### src/rtl/core/lrupr_pkg.sv
// ----------------------------------------------------------------------------
// LRU page replacement package
// Sizes, result record and the priority encoder shared by the tracker.
// ----------------------------------------------------------------------------
package lrupr_pkg;

	localparam int MAX_FRAMES = 16;
	localparam int PAGE_BITS  = 16;
	localparam int SLOT_W     = 4;
	localparam int CFG_W      = 5;
	localparam int COUNT_W    = $clog2(MAX_FRAMES + 1);
	localparam int TALLY_W    = 16;

	localparam logic [TALLY_W-1:0] TALLY_MAX = {TALLY_W{1'b1}};

	typedef logic [PAGE_BITS-1:0]  page_t;
	typedef logic [SLOT_W-1:0]     slot_t;
	typedef logic [SLOT_W-1:0]     rank_t;
	typedef logic [MAX_FRAMES-1:0] frame_vec_t;

	typedef struct packed {
		logic                 was_hit;
		slot_t                frame_slot;
		logic                 evicted_valid;
		page_t                evicted_page;
		logic [TALLY_W-1:0]   fault_total;
	} rsp_t;

	function automatic slot_t first_set(input frame_vec_t vec);
		slot_t idx;
		idx = '0;
		for (int i = MAX_FRAMES - 1; i >= 0; i--) begin
			if (vec[i]) idx = SLOT_W'(i);
		end
		return idx;
	endfunction

endpackage

### src/rtl/core/lrupr_if.sv
// ----------------------------------------------------------------------------
// LRU page replacement channels
// Request, result and frame count channels with valid/ready handshake.
// ----------------------------------------------------------------------------
interface lrupr_req_if import lrupr_pkg::*; ();
	logic  valid;
	logic  ready;
	page_t page_number;
	logic  end_of_string;

	modport source (output valid, page_number, end_of_string, input ready);
	modport sink   (input valid, page_number, end_of_string, output ready);
endinterface

interface lrupr_rsp_if import lrupr_pkg::*; ();
	logic                 valid;
	logic                 ready;
	logic                 was_hit;
	slot_t                frame_slot;
	logic                 evicted_valid;
	page_t                evicted_page;
	logic [TALLY_W-1:0]   fault_total;

	modport source (output valid, was_hit, frame_slot, evicted_valid, evicted_page,
		fault_total, input ready);
	modport sink   (input valid, was_hit, frame_slot, evicted_valid, evicted_page,
		fault_total, output ready);
endinterface

interface lrupr_cfg_if import lrupr_pkg::*; ();
	logic             valid;
	logic             ready;
	logic [CFG_W-1:0] frames_in_use;

	modport source (output valid, frames_in_use, input ready);
	modport sink   (input valid, frames_in_use, output ready);
endinterface

### src/rtl/core/lru_page_replacement_top.sv
// ----------------------------------------------------------------------------
// LRU page replacement tracker
// Fully associative LRU frame tracker, one page reference per cycle unless rsp stalls.
// ----------------------------------------------------------------------------
// Usage:
//   req  : one page reference per request (page_number, end_of_string).
//   rsp  : one result per request: hit flag, frame slot, evicted page and
//          the running fault count of the current string.
//   cfg  : write-only frame count; always ready, write only while idle.
// The request lands in an input register, then one pass of parallel tag
// compare, LRU rank compare and rank update fills the result register and
// updates the frame state; rsp.valid rises when the result register is
// loaded. Throughput is one request per cycle while rsp does not stall;
// the frame state written by one request is seen by the next in the
// following cycle.
// When rsp stalls, the result register holds, the input register holds one
// more request, and req.ready drops. Reset empties all frames, clears the
// fault count and sets the frame count to four. end_of_string empties the
// frames and clears the fault count after its own result.
// ----------------------------------------------------------------------------
module lru_page_replacement_top import lrupr_pkg::*; (
	input logic          clk,
	input logic          arst_n,
	lrupr_req_if.sink    req,
	lrupr_rsp_if.source  rsp,
	lrupr_cfg_if.sink    cfg
);

	logic [CFG_W-1:0]   frames_q;
	logic               valid_s1;
	page_t              page_s1;
	logic               eos_s1;
	logic               rsp_valid_q;
	rsp_t               rsp_q;
	page_t              slot_page_q [MAX_FRAMES];
	rank_t              rank_q      [MAX_FRAMES];
	frame_vec_t         slot_valid_q;
	logic [TALLY_W-1:0] tally_q;

	logic               advance;
	logic [COUNT_W-1:0] count_c;
	frame_vec_t         use_c, hit_vec, empty_vec, lru_vec;
	logic               hit_c, any_empty_c, evict_c, was_valid_c;
	slot_t              slot_c;
	rank_t              old_rank_c;
	rank_t              rank_n [MAX_FRAMES];
	frame_vec_t         valid_n;
	logic [TALLY_W-1:0] tally_n;
	rsp_t               rsp_n;

	assign cfg.ready = 1'b1;

	always_ff @(posedge clk or negedge arst_n) begin
		if (!arst_n) begin
			frames_q <= CFG_W'(4);
		end else if (cfg.valid) begin
			frames_q <= cfg.frames_in_use;
		end
	end

	assign advance   = valid_s1 && (!rsp_valid_q || rsp.ready);
	assign req.ready = !valid_s1 || advance;

	always_ff @(posedge clk or negedge arst_n) begin
		if (!arst_n) begin
			valid_s1 <= 1'b0;
		end else if (req.ready) begin
			valid_s1 <= req.valid;
		end
	end

	always_ff @(posedge clk) begin
		if (req.valid && req.ready) begin
			page_s1 <= req.page_number;
			eos_s1  <= req.end_of_string;
		end
	end

	always_comb begin
		if (frames_q == '0) begin
			count_c = COUNT_W'(1);
		end else if (COUNT_W'(frames_q) > COUNT_W'(MAX_FRAMES)) begin
			count_c = COUNT_W'(MAX_FRAMES);
		end else begin
			count_c = COUNT_W'(frames_q);
		end
	end

	always_comb begin
		for (int j = 0; j < MAX_FRAMES; j++) begin
			use_c[j]     = COUNT_W'(j) < count_c;
			hit_vec[j]   = use_c[j] && slot_valid_q[j] && (slot_page_q[j] == page_s1);
			empty_vec[j] = use_c[j] && !slot_valid_q[j];
		end
		for (int j = 0; j < MAX_FRAMES; j++) begin
			lru_vec[j] = use_c[j];
			for (int k = 0; k < MAX_FRAMES; k++) begin
				if (use_c[k] && (rank_q[k] > rank_q[j])) lru_vec[j] = 1'b0;
			end
		end
	end

	always_comb begin
		hit_c       = |hit_vec;
		any_empty_c = |empty_vec;
		evict_c     = !hit_c && !any_empty_c;
		if (hit_c) begin
			slot_c = first_set(hit_vec);
		end else if (any_empty_c) begin
			slot_c = first_set(empty_vec);
		end else begin
			slot_c = first_set(lru_vec);
		end
		was_valid_c = slot_valid_q[slot_c];
		old_rank_c  = rank_q[slot_c];

		for (int k = 0; k < MAX_FRAMES; k++) begin
			if (SLOT_W'(k) == slot_c) begin
				rank_n[k] = '0;
			end else if (slot_valid_q[k] && (!was_valid_c || rank_q[k] < old_rank_c)) begin
				rank_n[k] = rank_q[k] + rank_t'(1);
			end else begin
				rank_n[k] = rank_q[k];
			end
		end
		valid_n         = slot_valid_q;
		valid_n[slot_c] = 1'b1;

		if (hit_c || tally_q == TALLY_MAX) begin
			tally_n = tally_q;
		end else begin
			tally_n = tally_q + TALLY_W'(1);
		end

		rsp_n.was_hit       = hit_c;
		rsp_n.frame_slot    = slot_c;
		rsp_n.evicted_valid = evict_c;
		rsp_n.evicted_page  = evict_c ? slot_page_q[slot_c] : '0;
		rsp_n.fault_total   = tally_n;
	end

	always_ff @(posedge clk or negedge arst_n) begin
		if (!arst_n) begin
			slot_valid_q <= '0;
			tally_q      <= '0;
			for (int j = 0; j < MAX_FRAMES; j++) begin
				rank_q[j]      <= '0;
				slot_page_q[j] <= '0;
			end
		end else if (advance) begin
			slot_valid_q <= eos_s1 ? '0 : valid_n;
			tally_q      <= eos_s1 ? '0 : tally_n;
			for (int j = 0; j < MAX_FRAMES; j++) begin
				rank_q[j] <= rank_n[j];
			end
			if (!hit_c) begin
				slot_page_q[slot_c] <= page_s1;
			end
		end
	end

	always_ff @(posedge clk or negedge arst_n) begin
		if (!arst_n) begin
			rsp_valid_q <= 1'b0;
		end else if (advance) begin
			rsp_valid_q <= 1'b1;
		end else if (rsp.ready) begin
			rsp_valid_q <= 1'b0;
		end
	end

	always_ff @(posedge clk) begin
		if (advance) begin
			rsp_q <= rsp_n;
		end
	end

	assign rsp.valid         = rsp_valid_q;
	assign rsp.was_hit       = rsp_q.was_hit;
	assign rsp.frame_slot    = rsp_q.frame_slot;
	assign rsp.evicted_valid = rsp_q.evicted_valid;
	assign rsp.evicted_page  = rsp_q.evicted_page;
	assign rsp.fault_total   = rsp_q.fault_total;

`ifndef SYNTH
	a_stall_blocks_req: assert property (@(posedge clk) disable iff (!arst_n)
		valid_s1 && rsp_valid_q && !rsp.ready |-> !req.ready)
		else $error("request taken while result stage is stalled");

	a_frames_only_fill: assert property (@(posedge clk) disable iff (!arst_n)
		advance && !eos_s1 |=>
		$countones(slot_valid_q) >= $past($countones(slot_valid_q)))
		else $error("frame emptied outside end of string");

	a_tally_step: assert property (@(posedge clk) disable iff (!arst_n)
		advance && !eos_s1 && !hit_c && tally_q != TALLY_MAX |=>
		tally_q == $past(tally_q) + TALLY_W'(1))
		else $error("fault count did not advance on a miss");

	a_hit_no_evict: assert property (@(posedge clk) disable iff (!arst_n)
		advance |=> !(rsp_q.was_hit && rsp_q.evicted_valid))
		else $error("hit reported with an eviction");
`endif

endmodule
### src/flat_wrapper.sv
// flat-port wrapper written by rule: the top's interface ports become plain ports
module lru_page_replacement_top_flat import lrupr_pkg::*;
  (clk, arst_n, req_valid, req_page_number, req_end_of_string, req_ready, rsp_valid, rsp_was_hit, rsp_frame_slot, rsp_evicted_valid, rsp_evicted_page, rsp_fault_total, rsp_ready, cfg_valid, cfg_frames_in_use, cfg_ready);
  lrupr_req_if req_i ();
  lrupr_rsp_if rsp_i ();
  lrupr_cfg_if cfg_i ();
  input logic clk;
  input logic arst_n;
  input wire logic [$bits(req_i.valid)-1:0] req_valid;
  input wire logic [$bits(req_i.page_number)-1:0] req_page_number;
  input wire logic [$bits(req_i.end_of_string)-1:0] req_end_of_string;
  output wire logic [$bits(req_i.ready)-1:0] req_ready;
  output wire logic [$bits(rsp_i.valid)-1:0] rsp_valid;
  output wire logic [$bits(rsp_i.was_hit)-1:0] rsp_was_hit;
  output wire logic [$bits(rsp_i.frame_slot)-1:0] rsp_frame_slot;
  output wire logic [$bits(rsp_i.evicted_valid)-1:0] rsp_evicted_valid;
  output wire logic [$bits(rsp_i.evicted_page)-1:0] rsp_evicted_page;
  output wire logic [$bits(rsp_i.fault_total)-1:0] rsp_fault_total;
  input wire logic [$bits(rsp_i.ready)-1:0] rsp_ready;
  input wire logic [$bits(cfg_i.valid)-1:0] cfg_valid;
  input wire logic [$bits(cfg_i.frames_in_use)-1:0] cfg_frames_in_use;
  output wire logic [$bits(cfg_i.ready)-1:0] cfg_ready;
  assign req_i.valid = req_valid;
  assign req_i.page_number = req_page_number;
  assign req_i.end_of_string = req_end_of_string;
  assign req_ready = req_i.ready;
  assign rsp_valid = rsp_i.valid;
  assign rsp_was_hit = rsp_i.was_hit;
  assign rsp_frame_slot = rsp_i.frame_slot;
  assign rsp_evicted_valid = rsp_i.evicted_valid;
  assign rsp_evicted_page = rsp_i.evicted_page;
  assign rsp_fault_total = rsp_i.fault_total;
  assign rsp_i.ready = rsp_ready;
  assign cfg_i.valid = cfg_valid;
  assign cfg_i.frames_in_use = cfg_frames_in_use;
  assign cfg_ready = cfg_i.ready;
  lru_page_replacement_top u_core (.clk(clk), .arst_n(arst_n), .req(req_i), .rsp(rsp_i), .cfg(cfg_i));
endmodule
### config.mk
export PLATFORM = sky130hd
export DESIGN_NAME = lru_page_replacement_top_flat
export DESIGN_NICKNAME = d
export VERILOG_FILES = /design/src/rtl/core/lrupr_pkg.sv /design/src/rtl/core/lrupr_if.sv /design/src/rtl/core/lru_page_replacement_top.sv /design/src/flat_wrapper.sv
export SDC_FILE = /design/constraint.sdc
export NUM_CORES = 2
export LEC_CHECK = 0
export BUFFER_PORTS_ARGS = -buffer_cell sky130_fd_sc_hd__buf_4
export CAP_MARGIN = 20
export CORE_ASPECT_RATIO = 0.9
export CORE_MARGIN = 2
export CORE_UTILIZATION = 45
export DETAILED_ROUTE_END_ITERATION = 10
export SYNTH_ARGS = -nofsm -noshare
export SYNTH_HDL_FRONTEND = slang
export SYNTH_SLANG_ARGS = --single-unit
export TNS_END_PERCENT = 30
### constraint.sdc
create_clock -name clk -period 9.35 [get_ports clk]
set_input_delay 0.4675 -clock clk [delete_from_list [all_inputs] [get_ports clk]]
set_output_delay 0.4675 -clock clk [all_outputs]
set_load 0.02 [all_outputs]
==> results.md <==
- Leak: 0.0184 uW
- TritonCTS clock tree: done
- Final hold vios: 0
- Initial antenna violation count: 6
- R2r setup slk: 1410 ps
- Wirelength per Cell: 30.6 um
- 1st-pass router iterations: 7
- Net switching power: 4120 uW
- Vias: 34773
- Root Buffer: clkbuf_16
- Number of maximum-capacitance violations: 0
- Max frequency: 126 MHz
- Cells after synthesis: 4006
- Post-route minimum period: 7940 ps
- Post-synthesis cell area: 37500 um^2
- DR iter-0 viols: 5056
- Max VDD drop: 0.239 mV
- DP HPWL: 117000 um
- GRT Util Overall: 36.4%
- Synth cell types: 97
- Layout Cells excl Fill: 5174
- Switching Share: 46.0%
- Core Footprint: 82600 um^2
- DP Cell Count: 5080
- Main flop type after synthesis: dfrtp_1
- Slew Limit Fails: 0
- H-tree lvl count: 2
- Crit share post-route: 84.9%
- Clk network pwr share: 22.2%
- Crit Path Category: reg2reg
- CTS Buffer Depth: 3
- Layout Utilization: 49.9%
- Setup-failing EPs final: 0
- Global-route wire length before repair: 228000 um
- TritonCTS Buffers: 48
- Comb pwr share: 50.9%
- Register area: 10600 um^2
- Filler cells: 7758
- Die width: 308 um
- Post-synth net total: 4578
- Clk Latency, worst-skew pair: 620 ps
- Gpl congestion: 1.08
- Power Dens Cells: 218 nW/um^2
- Post-CTS sizing: 0
- Nets: 4632
- DRC Markers: 0
- Worst Path Required: 9870 ps
- Layout cells sized above 1: 14.8%
- Die Y-Extent: 278 um
- CTS Sinks: 414
- Syn avg cell area: 9.35 um^2
- Final WL: 158000 um
- Clk_skew: 27.2 ps
- Actual slew at the worst max-slew pin: 1190 ps
- Critical path launch point type: register
- Number of global-route vias before repair: 31867
- Clock Pin Slew Worst Setup and Hold Paths: 60 ps
- Setup crit end kind: register
- YS warnings: 0
- Antenna viol nets, final: 0
- WP data arrival: 8450 ps
- Area Overhead vs Synth: 9.95%
- RSZ-0062 raised after global routing: false
- Status: finished clean
- Internal power: 4840 uW
- Worst relative slew slack: 20.0%
- Final worst slack: 1410 ps
- Yosys reg bits: 414
- GR Overflow Total: 0
- Row count: 100
- Die Area: 85600 um^2
- Post-synth EDFFs: 55
- Largest net degree at the start of global routing: 144
- IO Port Bufs: 66
- CP max FO: 41
- Dpl ws: 1790 ps
- Area of the multi-input gates: 25500 um^2
- Ys async rst share: 86.7%
- # IOs: 68
- Register area share after synthesis: 28.4%
- Vias/cell: 6.72
- Worst hold path class: in2reg
- Setup TNS: 0 ps
- Flop pwr share: 26.9%
- Initial Util: 45.4%
## cells in the final DEF, fill, tap and decap left out, types with 12 or more instances in the layout
cell type / synthesis / layout
nand4b_1: 14 / 14
xor2_1: 135 / 135
clkbuf_16: 0 / 49
nor3_1: 64 / 63
nand3b_1: 16 / 16
buf_4: 7 / 190
o21ai_0: 116 / 114
ha_1: 545 / 545
o211ai_1: 105 / 105
nor4_1: 57 / 57
and3_1: 65 / 65
a31oi_1: 50 / 50
a311oi_1: 24 / 23
edfxtp_1: 55 / 55
a22oi_1: 15 / 15
inv_1: 134 / 132
o22ai_1: 18 / 18
o211a_1: 13 / 13
a22o_1: 18 / 18
o21a_1: 18 / 18
nand2b_1: 22 / 22
a21o_1: 31 / 30
dfrtp_1: 358 / 357
a41oi_1: 26 / 26
or4_1: 24 / 24
nand3_1: 109 / 109
nor2b_1: 72 / 72
nand4_1: 140 / 140
a41o_1: 15 / 15
and4_1: 16 / 16
or3_1: 14 / 14
mux2i_1: 82 / 82
nor2_1: 154 / 153
xnor2_1: 139 / 139
a211oi_1: 57 / 57
a21oi_1: 233 / 233
mux2_2: 291 / 291
nand2_1: 382 / 381
o2111ai_1: 12 / 12
## stage by stage
step / hold WS (ps) / area [um^2] / total power (uW)
after detailed placement: 515 / 39500 / 6770
after global routing: 6.30 / 41200 / 9390
after floorplan: 172 / 37500 / 5140
final: 23.8 / 41200 / 8970
after CTS: 2.75 / 41200 / 8780
after global placement: 523 / 39500 / 6730
## sequential cells by signal (all words and copies together), names as in the netlist
register,cells
u_core.rsp.frame_slot,4
u_core.page_s1,16
u_core.slot_page_q,256
u_core.rsp.was_hit,1
u_core.tally_q,16
u_core.rsp.evicted_page,16
u_core.frames_q,5
u_core.slot_valid_q,16
u_core.valid_s1,1
u_core.rank_q,64
u_core.eos_s1,1
u_core.rsp.evicted_valid,1
u_core.rsp.fault_total,16
u_core.rsp.valid,1
## timing repair
action / CTS / global route
hold buffers: 1 / 0
buffers inserted: 0 / 0
endpoints found under the hold margin: 79 / 0
## worst paths after layout
| path | end | startpoint | depth (start not counted) |
|---|---|---|---|
| hold reg to reg | u_core.tally_q[8] | u_core.tally_q[8] | 1 |
| setup / recovery | u_core.rank_q[46] | u_core.frames_q[3] | 21 |
| setup reg to reg | u_core.rank_q[46] | u_core.frames_q[3] | 21 |
| max in group asynchronous | u_core.frames_q[4] | arst_n | 3 |
| min in group asynchronous | u_core.rank_q[7] | arst_n | 2 |
| hold / removal | u_core.page_s1[6] | req_page_number[6] | 1 |
## per-layer routing
layer	GRT usage, %	vias up	part of all wire [%]
met1	54.7	17058	44
met4	10.5	10	3.4
li1	-	15272	-
met5	0	-	0.042
met3	13.2	324	14
met2	47.7	2109	38
## worst max-delay path, cell delays in order (launching register included)
cell and delay (ps):
dfrtp_1 700, nor2_2 640, a21o_1 640, nor3_1 130, a31oi_1 350, o211ai_1 270
nor4_1 960, nor2b_1 310, a211oi_4 80, a22oi_4 330, a21o_4 430, nand2_1 100
o211a_1 150, a311oi_1 270, a311o_1 170, nand2_1 420, ha_1 500, a211oi_1 260
and3_1 180, a2bb2oi_1 150, or4b_2 660, o211ai_1 110
## layout make-up
| type | instances | area share [%] |
|---|---|---|
| Antenna cell | 3 | 0.0182 |
| Clock inverter | 25 | 0.747 |
| Tap cell | 1071 | 3.25 |
| Sequential cell | 414 | 25.8 |
| Inverter | 136 | 1.25 |
| Timing Repair Buffer | 195 | 3.67 |
| Multi-Input combinational cell | 3265 | 62.0 |
| Clock buffer | 65 | 3.24 |
## kinds of logic (layout without fill, tap and decap cells)
group | after synthesis | in the layout | synth area share, %
adder cells (fa/ha/maj) | 545 | 545 | 18.2
buffers and inverters | 327 | 421 | 3.63
multiplexers | 374 | 374 | 11.0
other | 1 | 4 | 0.0100
XOR/XNOR | 274 | 274 | 6.40
AND/OR/NAND/NOR | 1209 | 1209 | 16.7
flip-flops | 414 | 414 | 28.4
AO/OA/AOI/OAI | 862 | 862 | 15.7
## cells in the mapped netlist (16+ instances only)
master    count  area share, %
xnor2_1     139            3.2
o21ai_0     116            1.5
edfxtp_1     55            4.4
nand2_1     382            3.8
buf_1        17           0.17
a41oi_1      26           0.61
clkbuf_1    106            1.1
o21a_1       18           0.36
a21oi_1     233            3.1
mux2_2      291            8.7
nand2b_1     22           0.37
and4_1       16           0.37
a211oi_1     57            1.1
inv_1       134            1.3
a31oi_1      50           0.83
o22ai_1      18           0.30
a311oi_1     24           0.56
nor4_1       57           0.95
a22o_1       18           0.42
dfrtp_1     358             24
ha_1        545             18
xor2_1      135            3.2
buf_2        55           0.73
nor2_1      154            1.5
nand3b_1     16           0.32
a21o_1       31           0.62
and3_1       65            1.1
mux2i_1      82            2.2
o211ai_1    105            2.1
nand4_1     140            2.3
nor2b_1      72            1.2
nand3_1     109            1.5
nor3_1       64           0.85
or4_1        24           0.48
## power groups by stage
| stage | registers, uW | logic (uW) | clock network (uW) |
|---|---|---|---|
| detailed placement | 2430 | 4350 | 0 |
| finish | 2410 | 4560 | 1990 |
| floorplan | 2360 | 2780 | 0 |
| CTS | 2390 | 4370 | 2020 |
| global placement | 2420 | 4310 | 0 |
| global route | 2440 | 4860 | 2090 |
Note: power is estimated with default switching activity, not from simulation.
